==> config.mk <==
export PLATFORM = sky130hd
export DESIGN_NAME = debounced_up_down_edge_counter_top
export DESIGN_NICKNAME = d
export VERILOG_FILES = /design/src/dudec_pkg.sv /design/src/dudec_front.sv /design/src/dudec_queue.sv /design/src/dudec_back.sv /design/src/debounced_up_down_edge_counter_top.sv
export SDC_FILE = /design/constraint.sdc
export NUM_CORES = 1
export LEC_CHECK = 0
export CORE_AREA = 5 5 171 173
export DETAILED_ROUTE_END_ITERATION = 6
export DIE_AREA = 0 0 176 178
export DONT_BUFFER_PORTS = 1
export SLEW_MARGIN = 0
export SYNTH_ARGS = -nofsm -noshare
export SYNTH_HDL_FRONTEND = slang
export SYNTH_SLANG_ARGS = --single-unit
==> constraint.sdc <==
create_clock -name clk -period 4.75 [get_ports clk]
set_input_delay 0.95 -clock clk [delete_from_list [all_inputs] [get_ports clk]]
set_output_delay 0.95 -clock clk [all_outputs]
set_load 0.03 [all_outputs]
==> src/dudec_pkg.sv <==
// Package: shared types, register indexes and edge-select codes for the edge counter.
package dudec_pkg;

  // Fixed field widths of the channels and configuration registers, and the queue depth
  localparam int unsigned DATA_W     = 32;
  localparam int unsigned MODE_W     = 4;
  localparam int unsigned DEBOUNCE_W = 24;
  localparam int unsigned CFG_W      = 24;
  localparam int unsigned CFG_IDX_W  = 2;
  localparam int unsigned QUEUE_DEPTH = 2;

  // Configuration register indexes
  localparam logic [CFG_IDX_W-1:0] REG_EDGE_MODE      = 2'd0;
  localparam logic [CFG_IDX_W-1:0] REG_INPUT_B_ENABLE = 2'd1;
  localparam logic [CFG_IDX_W-1:0] REG_DEBOUNCE_TICKS = 2'd2;

  // Per-pin edge select bits
  localparam logic [1:0] EDGE_RISE = 2'b01;
  localparam logic [1:0] EDGE_FALL = 2'b10;
  localparam logic [1:0] EDGE_BOTH = 2'b11;

  typedef enum logic {
    OP_SAMPLE = 1'b0,
    OP_LOAD   = 1'b1
  } op_t;

  typedef struct packed {
    op_t                       operation;
    logic                      level_a;
    logic                      level_b;
    logic signed [DATA_W-1:0]  load_value;
  } in_item_t;

  typedef struct packed {
    logic signed [DATA_W-1:0]  count;
    logic                      up_accepted;
    logic                      down_accepted;
  } out_item_t;

  // Classified item handed from the front end to the back end
  typedef struct packed {
    op_t                       op;
    logic                      edge_a;
    logic                      edge_b;
    logic signed [DATA_W-1:0]  load_value;
  } q_entry_t;

  // True when the level change matches the selected edge kinds
  function automatic logic edge_seen(input logic prev, input logic cur, input logic [1:0] sel);
    logic rise;
    logic fall;
    rise = ((sel & EDGE_RISE) != 2'b00) && !prev && cur;
    fall = ((sel & EDGE_FALL) != 2'b00) && prev && !cur;
    return rise || fall;
  endfunction

endpackage

==> src/dudec_front.sv <==
// Front end: accepts pin samples and loads, tracks levels and flags qualified edges.
module dudec_front
  import dudec_pkg::*;
(
  input  logic                  clk,
  input  logic                  rst_n,
  input  logic                  in_valid,
  output logic                  in_ready,
  input  in_item_t              in_data,
  input  logic [MODE_W-1:0]     edge_mode,
  input  logic                  input_b_enable,
  input  logic                  q_full,
  output logic                  q_push,
  output q_entry_t              q_entry
);

  logic prev_a_r, prev_a_nxt;
  logic prev_b_r, prev_b_nxt;
  logic primed_r, primed_nxt;
  logic xfer;

  // Take a transfer whenever the queue has room
  assign in_ready = !q_full;
  assign xfer     = in_valid && in_ready;
  assign q_push   = xfer;

  // Classify the item
  always_comb begin
    q_entry.op         = in_data.operation;
    q_entry.load_value = in_data.load_value;
    q_entry.edge_a     = primed_r && edge_seen(prev_a_r, in_data.level_a, edge_mode[1:0]);
    q_entry.edge_b     = primed_r && input_b_enable &&
                         edge_seen(prev_b_r, in_data.level_b, edge_mode[3:2]);
  end

  // Track levels on sample transfers; loads leave them alone
  always_comb begin
    prev_a_nxt = prev_a_r;
    prev_b_nxt = prev_b_r;
    primed_nxt = primed_r;
    if (xfer && in_data.operation == OP_SAMPLE) begin
      prev_a_nxt = in_data.level_a;
      prev_b_nxt = in_data.level_b;
      primed_nxt = 1'b1;
    end
  end

  always_ff @(posedge clk) begin
    if (!rst_n) begin
      prev_a_r <= 1'b0;
      prev_b_r <= 1'b0;
      primed_r <= 1'b0;
    end else begin
      prev_a_r <= prev_a_nxt;
      prev_b_r <= prev_b_nxt;
      primed_r <= primed_nxt;
    end
  end

endmodule

==> src/dudec_queue.sv <==
// Queue: short FIFO of classified items between the front and back ends.
module dudec_queue
  import dudec_pkg::*;
(
  input  logic      clk,
  input  logic      rst_n,
  input  logic      push,
  input  q_entry_t  push_entry,
  output logic      full,
  output logic      rd_valid,
  input  logic      pop,
  output q_entry_t  rd_entry
);

  localparam int unsigned PTR_W = (QUEUE_DEPTH > 1) ? $clog2(QUEUE_DEPTH) : 1;
  localparam int unsigned LVL_W = $clog2(QUEUE_DEPTH + 1);
  localparam logic [LVL_W-1:0] LVL_MAX = LVL_W'(QUEUE_DEPTH);
  localparam logic [PTR_W-1:0] PTR_LAST = PTR_W'(QUEUE_DEPTH - 1);

  q_entry_t         mem_r [QUEUE_DEPTH];
  logic [PTR_W-1:0] wr_ptr_r, wr_ptr_nxt;
  logic [PTR_W-1:0] rd_ptr_r, rd_ptr_nxt;
  logic [LVL_W-1:0] level_r, level_nxt;
  logic             do_pop;

  assign full     = (level_r == LVL_MAX);
  assign rd_valid = (level_r != '0);
  assign do_pop   = pop && rd_valid;
  assign rd_entry = mem_r[rd_ptr_r];

  // Advance pointers and level
  always_comb begin
    wr_ptr_nxt = wr_ptr_r;
    rd_ptr_nxt = rd_ptr_r;
    level_nxt  = level_r;
    if (push) begin
      wr_ptr_nxt = (wr_ptr_r == PTR_LAST) ? '0 : wr_ptr_r + 1'b1;
    end
    if (do_pop) begin
      rd_ptr_nxt = (rd_ptr_r == PTR_LAST) ? '0 : rd_ptr_r + 1'b1;
    end
    if (push && !do_pop) begin
      level_nxt = level_r + 1'b1;
    end else if (do_pop && !push) begin
      level_nxt = level_r - 1'b1;
    end
  end

  always_ff @(posedge clk) begin
    if (!rst_n) begin
      wr_ptr_r <= '0;
      rd_ptr_r <= '0;
      level_r  <= '0;
    end else begin
      wr_ptr_r <= wr_ptr_nxt;
      rd_ptr_r <= rd_ptr_nxt;
      level_r  <= level_nxt;
    end
  end

  // Store the pushed entry
  always_ff @(posedge clk) begin
    if (push) begin
      mem_r[wr_ptr_r] <= push_entry;
    end
  end

`ifndef SYNTHESIS
  a_level_bound: assert property (@(posedge clk) disable iff (!rst_n)
    level_r <= LVL_MAX)
    else $error("queue level above depth");

  a_no_push_full: assert property (@(posedge clk) disable iff (!rst_n)
    full |-> !push)
    else $error("push into full queue");

  a_level_grows: assert property (@(posedge clk) disable iff (!rst_n)
    (push && !do_pop) |=> level_r == $past(level_r) + 1'b1)
    else $error("queue level did not grow on push");
`endif

endmodule

==> src/dudec_back.sv <==
// Back end: debounce holdoffs, the up/down counter and the result register.
module dudec_back
  import dudec_pkg::*;
#(
  parameter int unsigned COUNT_WIDTH   = 32,
  parameter int unsigned HOLDOFF_WIDTH = 24
) (
  input  logic                   clk,
  input  logic                   rst_n,
  input  logic                   q_valid,
  output logic                   q_pop,
  input  q_entry_t               q_entry,
  input  logic [DEBOUNCE_W-1:0]  debounce_ticks,
  output logic                   out_valid,
  input  logic                   out_ready,
  output out_item_t              out_data
);

  localparam int unsigned MW = (HOLDOFF_WIDTH > DEBOUNCE_W) ? HOLDOFF_WIDTH : DEBOUNCE_W;
  localparam int unsigned LW = (COUNT_WIDTH > DATA_W) ? COUNT_WIDTH : DATA_W;
  localparam logic [HOLDOFF_WIDTH-1:0] HOLD_MAX = {HOLDOFF_WIDTH{1'b1}};

  logic [COUNT_WIDTH-1:0]   count_r, count_nxt;
  logic [HOLDOFF_WIDTH-1:0] hold_a_r, hold_a_nxt;
  logic [HOLDOFF_WIDTH-1:0] hold_b_r, hold_b_nxt;
  logic                     out_valid_r, out_valid_nxt;
  out_item_t                out_data_r, out_data_nxt;

  logic [HOLDOFF_WIDTH-1:0] hold_a_dec, hold_b_dec, hold_load;
  logic [MW-1:0]            deb_ext;
  logic [LW-1:0]            load_ext, count_ext;
  logic                     acc_a, acc_b, deb_off;

  // Pop when the result register is free or being emptied
  assign q_pop = q_valid && (!out_valid_r || out_ready);

  // Holdoff reload value, saturated to the holdoff width
  assign deb_ext   = MW'(debounce_ticks);
  assign hold_load = (deb_ext > MW'(HOLD_MAX)) ? HOLD_MAX : HOLDOFF_WIDTH'(deb_ext);
  assign deb_off   = (debounce_ticks == '0);

  // Count holdoffs down, then qualify edges
  assign hold_a_dec = (hold_a_r != '0) ? hold_a_r - 1'b1 : hold_a_r;
  assign hold_b_dec = (hold_b_r != '0) ? hold_b_r - 1'b1 : hold_b_r;
  assign acc_a      = q_entry.edge_a && (deb_off || hold_a_dec == '0);
  assign acc_b      = q_entry.edge_b && (deb_off || hold_b_dec == '0);

  assign load_ext = LW'(q_entry.load_value);

  // Apply the popped item
  always_comb begin
    count_nxt     = count_r;
    hold_a_nxt    = hold_a_r;
    hold_b_nxt    = hold_b_r;
    out_valid_nxt = out_valid_r;
    out_data_nxt  = out_data_r;
    count_ext     = '0;
    if (out_valid_r && out_ready) begin
      out_valid_nxt = 1'b0;
    end
    if (q_pop) begin
      out_valid_nxt = 1'b1;
      unique case (q_entry.op)
        OP_LOAD: begin
          count_nxt                  = COUNT_WIDTH'(load_ext);
          out_data_nxt.up_accepted   = 1'b0;
          out_data_nxt.down_accepted = 1'b0;
        end
        OP_SAMPLE: begin
          hold_a_nxt = acc_a ? hold_load : hold_a_dec;
          hold_b_nxt = acc_b ? hold_load : hold_b_dec;
          if (acc_a && !acc_b) begin
            count_nxt = count_r + 1'b1;
          end else if (acc_b && !acc_a) begin
            count_nxt = count_r - 1'b1;
          end
          out_data_nxt.up_accepted   = acc_a;
          out_data_nxt.down_accepted = acc_b;
        end
        default: begin
          count_nxt = count_r;
        end
      endcase
      count_ext          = LW'(count_nxt);
      out_data_nxt.count = DATA_W'(count_ext);
    end
  end

  always_ff @(posedge clk) begin
    if (!rst_n) begin
      count_r     <= '0;
      hold_a_r    <= '0;
      hold_b_r    <= '0;
      out_valid_r <= 1'b0;
    end else begin
      count_r     <= count_nxt;
      hold_a_r    <= hold_a_nxt;
      hold_b_r    <= hold_b_nxt;
      out_valid_r <= out_valid_nxt;
    end
  end

  // Result payload needs no reset
  always_ff @(posedge clk) begin
    out_data_r <= out_data_nxt;
  end

  assign out_valid = out_valid_r;
  assign out_data  = out_data_r;

`ifndef SYNTHESIS
  a_load_no_flags: assert property (@(posedge clk) disable iff (!rst_n)
    (q_pop && q_entry.op == OP_LOAD) |=>
      (!out_data_r.up_accepted && !out_data_r.down_accepted))
    else $error("load result carries edge flags");

  a_both_cancel: assert property (@(posedge clk) disable iff (!rst_n)
    (q_pop && q_entry.op == OP_SAMPLE && acc_a && acc_b) |=> count_r == $past(count_r))
    else $error("edges on both pins changed the count");

  a_holdoff_armed: assert property (@(posedge clk) disable iff (!rst_n)
    (q_pop && q_entry.op == OP_SAMPLE && acc_a && !deb_off) |=> hold_a_r != '0)
    else $error("holdoff A not armed after accepted edge");
`endif

endmodule

==> src/debounced_up_down_edge_counter_top.sv <==
// Top level: configuration registers and the front end, queue and back end of the edge counter.
//
//   channel  direction  handshake             payload
//   in_      input      in_valid / in_ready    in_item_t  (operation, levels, load_value)
//   out_     output     out_valid / out_ready  out_item_t (count, up/down accepted flags)
//   cfg_     input      cfg_we                 cfg_index, cfg_wdata (no read-back)
//
// One item per cycle sustained while out_ready stays high; each item passes the queue stage, then the result register.
// The holdoff countdown and the counter update are computed together and registered in the back end.
// Synchronous active-low reset clears levels, holdoffs, count, registers and the queue.
// A stalled output fills the two-entry queue, after which in_ready drops.
module debounced_up_down_edge_counter_top
  import dudec_pkg::*;
#(
  parameter int unsigned COUNT_WIDTH   = 32,
  parameter int unsigned HOLDOFF_WIDTH = 24
) (
  input  logic                  clk,
  input  logic                  rst_n,
  input  logic                  in_valid,
  output logic                  in_ready,
  input  in_item_t              in_data,
  output logic                  out_valid,
  input  logic                  out_ready,
  output out_item_t             out_data,
  input  logic                  cfg_we,
  input  logic [CFG_IDX_W-1:0]  cfg_index,
  input  logic [CFG_W-1:0]      cfg_wdata
);

  logic [MODE_W-1:0]     edge_mode_r, edge_mode_nxt;
  logic                  b_enable_r, b_enable_nxt;
  logic [DEBOUNCE_W-1:0] debounce_r, debounce_nxt;

  logic     q_full, q_push, q_valid, q_pop;
  q_entry_t q_wr_entry, q_rd_entry;

  // Decode configuration writes; unknown indexes drop
  always_comb begin
    edge_mode_nxt = edge_mode_r;
    b_enable_nxt  = b_enable_r;
    debounce_nxt  = debounce_r;
    if (cfg_we) begin
      unique case (cfg_index)
        REG_EDGE_MODE:      edge_mode_nxt = cfg_wdata[MODE_W-1:0];
        REG_INPUT_B_ENABLE: b_enable_nxt  = cfg_wdata[0];
        REG_DEBOUNCE_TICKS: debounce_nxt  = cfg_wdata[DEBOUNCE_W-1:0];
        default:            debounce_nxt  = debounce_r;
      endcase
    end
  end

  always_ff @(posedge clk) begin
    if (!rst_n) begin
      edge_mode_r <= '0;
      b_enable_r  <= 1'b0;
      debounce_r  <= '0;
    end else begin
      edge_mode_r <= edge_mode_nxt;
      b_enable_r  <= b_enable_nxt;
      debounce_r  <= debounce_nxt;
    end
  end

  dudec_front u_front (
    .clk            (clk),
    .rst_n          (rst_n),
    .in_valid       (in_valid),
    .in_ready       (in_ready),
    .in_data        (in_data),
    .edge_mode      (edge_mode_r),
    .input_b_enable (b_enable_r),
    .q_full         (q_full),
    .q_push         (q_push),
    .q_entry        (q_wr_entry)
  );

  dudec_queue u_queue (
    .clk        (clk),
    .rst_n      (rst_n),
    .push       (q_push),
    .push_entry (q_wr_entry),
    .full       (q_full),
    .rd_valid   (q_valid),
    .pop        (q_pop),
    .rd_entry   (q_rd_entry)
  );

  dudec_back #(
    .COUNT_WIDTH   (COUNT_WIDTH),
    .HOLDOFF_WIDTH (HOLDOFF_WIDTH)
  ) u_back (
    .clk            (clk),
    .rst_n          (rst_n),
    .q_valid        (q_valid),
    .q_pop          (q_pop),
    .q_entry        (q_rd_entry),
    .debounce_ticks (debounce_r),
    .out_valid      (out_valid),
    .out_ready      (out_ready),
    .out_data       (out_data)
  );

endmodule

==> metrics list <==
- Result of the run: completed
- Core Box Area: ~0.027 sq mm
- The number of buffers and inverters on the critical path is 1.
- Fill cells in the final layout number between 2k and 3k.
- Critical path type: flip-flop to flip-flop
- For this run, design rule violations remaining after detail routing come to 0.
- Slowest-stage cell, CP: sky130_fd_sc_hd__nor3_4
* Detailed Routing Iterations Pass 1: 5
* Switching power: around 0.0053 W
* Dominant delay contributor by cell family on the critical path: simple AND/OR/NAND/NOR gates
* Top post-synthesis cells by count: sky130_fd_sc_hd__nand2_1, sky130_fd_sc_hd__nor2_1, sky130_fd_sc_hd__dfxtp_1
- Setup repair after global routing left no endpoint under its margin.
- The cell count after synthesis came out at roughly 1.4k.
* Die outline area: between 0.03 and 0.04 sq mm
* Cell area power density: about 860 mW/mm^2
* Post-layout minimum cycle time: 4219 ps
- The first global-routing pass estimated between 50,000 and 60,000 microns of wire.
* Worst endpoint data arrival time: around 4700 ps
- Clock tree synthesis found a total of between 200 and 250 sinks.
- Largest family of logic cells by synthesized area: simple AND/OR/NAND/NOR gates
- Yosys instantiated no cell more often than sky130_fd_sc_hd__nand2_1.
- The number of antenna violations at the first check in global routing was 0.
- Total wire length: 34,090 microns
* Portion of total power attributed to the clock network: 19.1%
- Post-CTS repair timing setup buffer count: 0
- The floorplan has 61 rows.
* Antenna cell count: 0
- Overflow left after global routing: 0
* Maximum level of the CTS H-tree: 1
- Post-cts gate resize count: 0
* Maximum capacitance violations: 0
* Total I/O pin count: 102
- Measured on the finished design, the core utilization comes to 48.44%.
- Syn Std Cell Area: about 0.012 sq mm
- For the worst setup path, the data required time is ~5200 ps.
* Clock latency at the later pin of the worst-skew pair: 530 ps
- Critical Path Sink Type: flip-flop
- Of the total power, combinational logic draws roughly 50%.
- Final weighted congestion in routability-driven placement: just over 0.9
- Final setup violation count: 0
* Worst Max-Slew Pin Slew: around 1100 ps
- In the synthesized netlist the async set-or-reset flop fraction comes to 0%.
- In this design, the stage delay of the slowest critical-path cell is 570 ps.
* CP Cell Sequence: nor4_1 -> nand2_1 -> a31o_2 -> or4_1 -> xnor2_1 -> o41a_4 -> nor3_4 -> buf_4 -> a32oi_1 -> or3_1 -> a31oi_1
- Detailed placer's ending HPWL: approximately 23,000 microns
* Cell taking the most area after synthesis: sky130_fd_sc_hd__edfxtp_1
* Post-DR wirelength/cell: roughly 20 microns
- Number of buffers created by CTS: 26
* Number of vias after detailed routing: slightly above 10k
* Cell-internal power: 0.006133 W
- A synthesized cell averages 8.978 sq um.
* Fraction of layout instances using a drive strength above 1: just under 10%
- Compared with the post-synthesis result, the final layout area differs by 9.648%.
* Final ANT Viol Nets: 0
- The Yosys step of the flow raised 0 warnings.
- Post-synthesis sequential area ratio: a little under half
* Number of enable flip-flop cells after synthesis: roughly 100
* Clock-pin slew reported for the worst setup and hold paths after clock tree synthesis: roughly 60 ps
- In this run the worst path has a maximum fanout of 17.
- Effective utilization at floorplan: between 40% and 50%
- Entering global routing, the biggest net connects between 70 and 80 pins.
* Area share of and/or/nand/nor cells after synthesis: roughly a quarter
- Number of vias per cell after detailed routing: around 6
* Max-Slew Margin vs Limit: between 20% and 30%
* Power, Total: around 0.011 W
- Net switching is between 40% and 50% of the power.
- DIE HEIGHT: ~180 microns
- Post-synth net total: approximately 1.4k
- The analysis attributes to cell leakage a power of approximately 4.6 nW.
* Flop pwr share: 31.3%
- The worst setup path is launched from a flip-flop.
* DIE WIDTH: 176 microns
* All-layer global routing usage: between 20% and 30%
- After synthesis, the netlist uses 80 different library cells.
* Fraction of synthesized area in multiplexers: under 10%
- Most frequently used flop master after synthesis: sky130_fd_sc_hd__dfxtp_1
- Synth area leaders: sky130_fd_sc_hd__edfxtp_1, sky130_fd_sc_hd__dfxtp_1, sky130_fd_sc_hd__nand2_1
- Summing the areas of all compound-gate instances in the mapped netlist gives 19.17% of the synthesized area.
- Excluding fillers, the count of instances in the completed layout stands at approximately 1.7k.
- Of the total synthesized cell area, the portion taken by XOR and XNOR cells is 2.526%.
* Total negative slack: 0 ps
- Slew Viols, Final: 0
- The min-delay analysis places its worst path in the category flip-flop to flip-flop.
- Area share of the leading cell type in the synthesized netlist: around 26%
- Maximum buffer depth of the clock tree: 3
- Port buffering added 0 buffers.
- The via count of the first global-routing pass was approximately 9.7k.
* Placed cell count: between 1.5k and 2k
* IR drop worst, VDD: 381.5 uV
* Number of hold buffers added after cts: 0
* Initial DRC count: around 1.0k
- After synthesis the netlist holds a flip-flop and latch count of ~220.
- Of the available clock period, the critical path in the final layout requires about nine tenths.
- Number of failing hold endpoints at the final stage: 0
* Clock tree root buffer cell: sky130_fd_sc_hd__clkbuf_16
- TritonCTS built the clock tree.
* Maximum clock skew at final layout: around 14 ps
- Derived from the worst setup path, the maximum achievable clock frequency is 0.2370 GHz.
- Adder and majority gate portion of the synthesized area: less than 1%
* Number of nets in the layout: approximately 1.4k
-- metal layers --
metal | share of wire (%) | up-vias | GRT usage [%]
met5 | 0 | - | 0
met4 | 2.5 | 0 | 6.075
met3 | 6.0 | 65 | 3.603
met2 | 48 | 330 | 35.80
met1 | 43 | 4928 | 28.45
li1 | - | 4938 | -
-- power by group through the flow --
stage / clock [W] / combinational [W] / sequential [W]
detailed placement: 0 / 0.00561 / 0.00363
CTS: 0.00223 / 0.00563 / 0.00359
global route: 0.00232 / 0.00633 / 0.00367
finish: 0.00218 / 0.00568 / 0.00359
global placement: 0 / 0.00556 / 0.00362
floorplan: 0 / 0.00461 / 0.00330
-- through the flow --
step	hold WS, ps	worst slack, ps	instance area [sq um]
2_1_floorplan	444.3	1059	12140
3_3_place_gp	474.5	660.1	12370
3_5_place_dp	473.7	573.4	12370
4_1_cts	490.6	549.5	13310
5_1_grt	481.0	86.41	13310
6_report	489.6	530.8	13310
-- worst min-delay path, stage by stage (launching register included) --
cell	delay, ps
sky130_fd_sc_hd__dfxtp_1	330
sky130_fd_sc_hd__nand2_1	60
sky130_fd_sc_hd__a21oi_1	50
-- logic make-up after synthesis --
kind of cell    Yosys count
xor+xnor                 35
buf+inv                 127
mux                      45
compound gates          348
simple gates            568
fa+ha+maj                 7
flops                   222
-- placed cells by master (no fill, tap or decap), types with 12 or more instances in the layout --
master                      synthesis  layout
sky130_fd_sc_hd__nand2_1          154     153
sky130_fd_sc_hd__nor2_1           125     122
sky130_fd_sc_hd__dfxtp_1          118     118
sky130_fd_sc_hd__edfxtp_1         104     104
sky130_fd_sc_hd__a21oi_1           93      93
sky130_fd_sc_hd__o21ai_0           78      78
sky130_fd_sc_hd__nor3_1            46      46
sky130_fd_sc_hd__nand3_1           45      45
sky130_fd_sc_hd__or3_1             34      34
sky130_fd_sc_hd__nor4_1            29      29
sky130_fd_sc_hd__a31oi_1           29      29
sky130_fd_sc_hd__mux2i_1           27      27
sky130_fd_sc_hd__clkbuf_16          0      27
sky130_fd_sc_hd__nand4_1           24      24
sky130_fd_sc_hd__inv_1             25      23
sky130_fd_sc_hd__and2_1            22      22
sky130_fd_sc_hd__and3_1            21      20
sky130_fd_sc_hd__buf_4              3      20
sky130_fd_sc_hd__xor2_1            19      19
sky130_fd_sc_hd__mux2_2            18      18
sky130_fd_sc_hd__a32oi_1           17      17
sky130_fd_sc_hd__xnor2_1           16      16
sky130_fd_sc_hd__a22oi_1           15      15
sky130_fd_sc_hd__a21o_1            12      12
-- sequential cells by signal, summed over array words and instances (netlist names), named ones only --
name	count
b_enable_r	1
debounce_r	24
edge_mode_r	4
u_back.count_r	32
u_back.hold_a_r	24
u_back.hold_b_r	24
u_back.out_data	34
u_back.out_valid	1
u_front.prev_a_r	1
u_front.prev_b_r	1
u_front.primed_r	1
u_queue.level_r	2
u_queue.mem_r	70
u_queue.rd_ptr_r	1
u_queue.wr_ptr_r	1
-- area by class of cell --
cell class                      count  area (sq um)  share of cell area [%]
Sequential cell                   222          5485                   41.21
Multi-Input combinational cell   1003          6163                   46.31
Clock buffer                       30         686.9                   5.161
Clock inverter                     18         256.5                   1.927
Inverter                           25         93.84                  0.7051
Tap cell                          346         432.9                   3.253
Timing Repair Buffer               22         190.2                   1.429
-- path summary, 6_finish.rpt --
kind / startpoint / endpoint / slack [ps] / depth (start not counted)
setup reg to reg: u_back.hold_b_r[2]$_SDFFE_PN0P_ / u_back.count_r[22]$_SDFFE_PN0P_ / 530 / 11
hold / removal: u_back.hold_a_r[10]$_SDFFE_PN0P_ / u_back.hold_a_r[10]$_SDFFE_PN0P_ / 490 / 2
setup / recovery: u_back.hold_b_r[2]$_SDFFE_PN0P_ / u_back.count_r[22]$_SDFFE_PN0P_ / 530 / 11
hold reg to reg: u_back.hold_a_r[10]$_SDFFE_PN0P_ / u_back.hold_a_r[10]$_SDFFE_PN0P_ / 490 / 2
No activity file was read; power rests on OpenSTA's default activity.
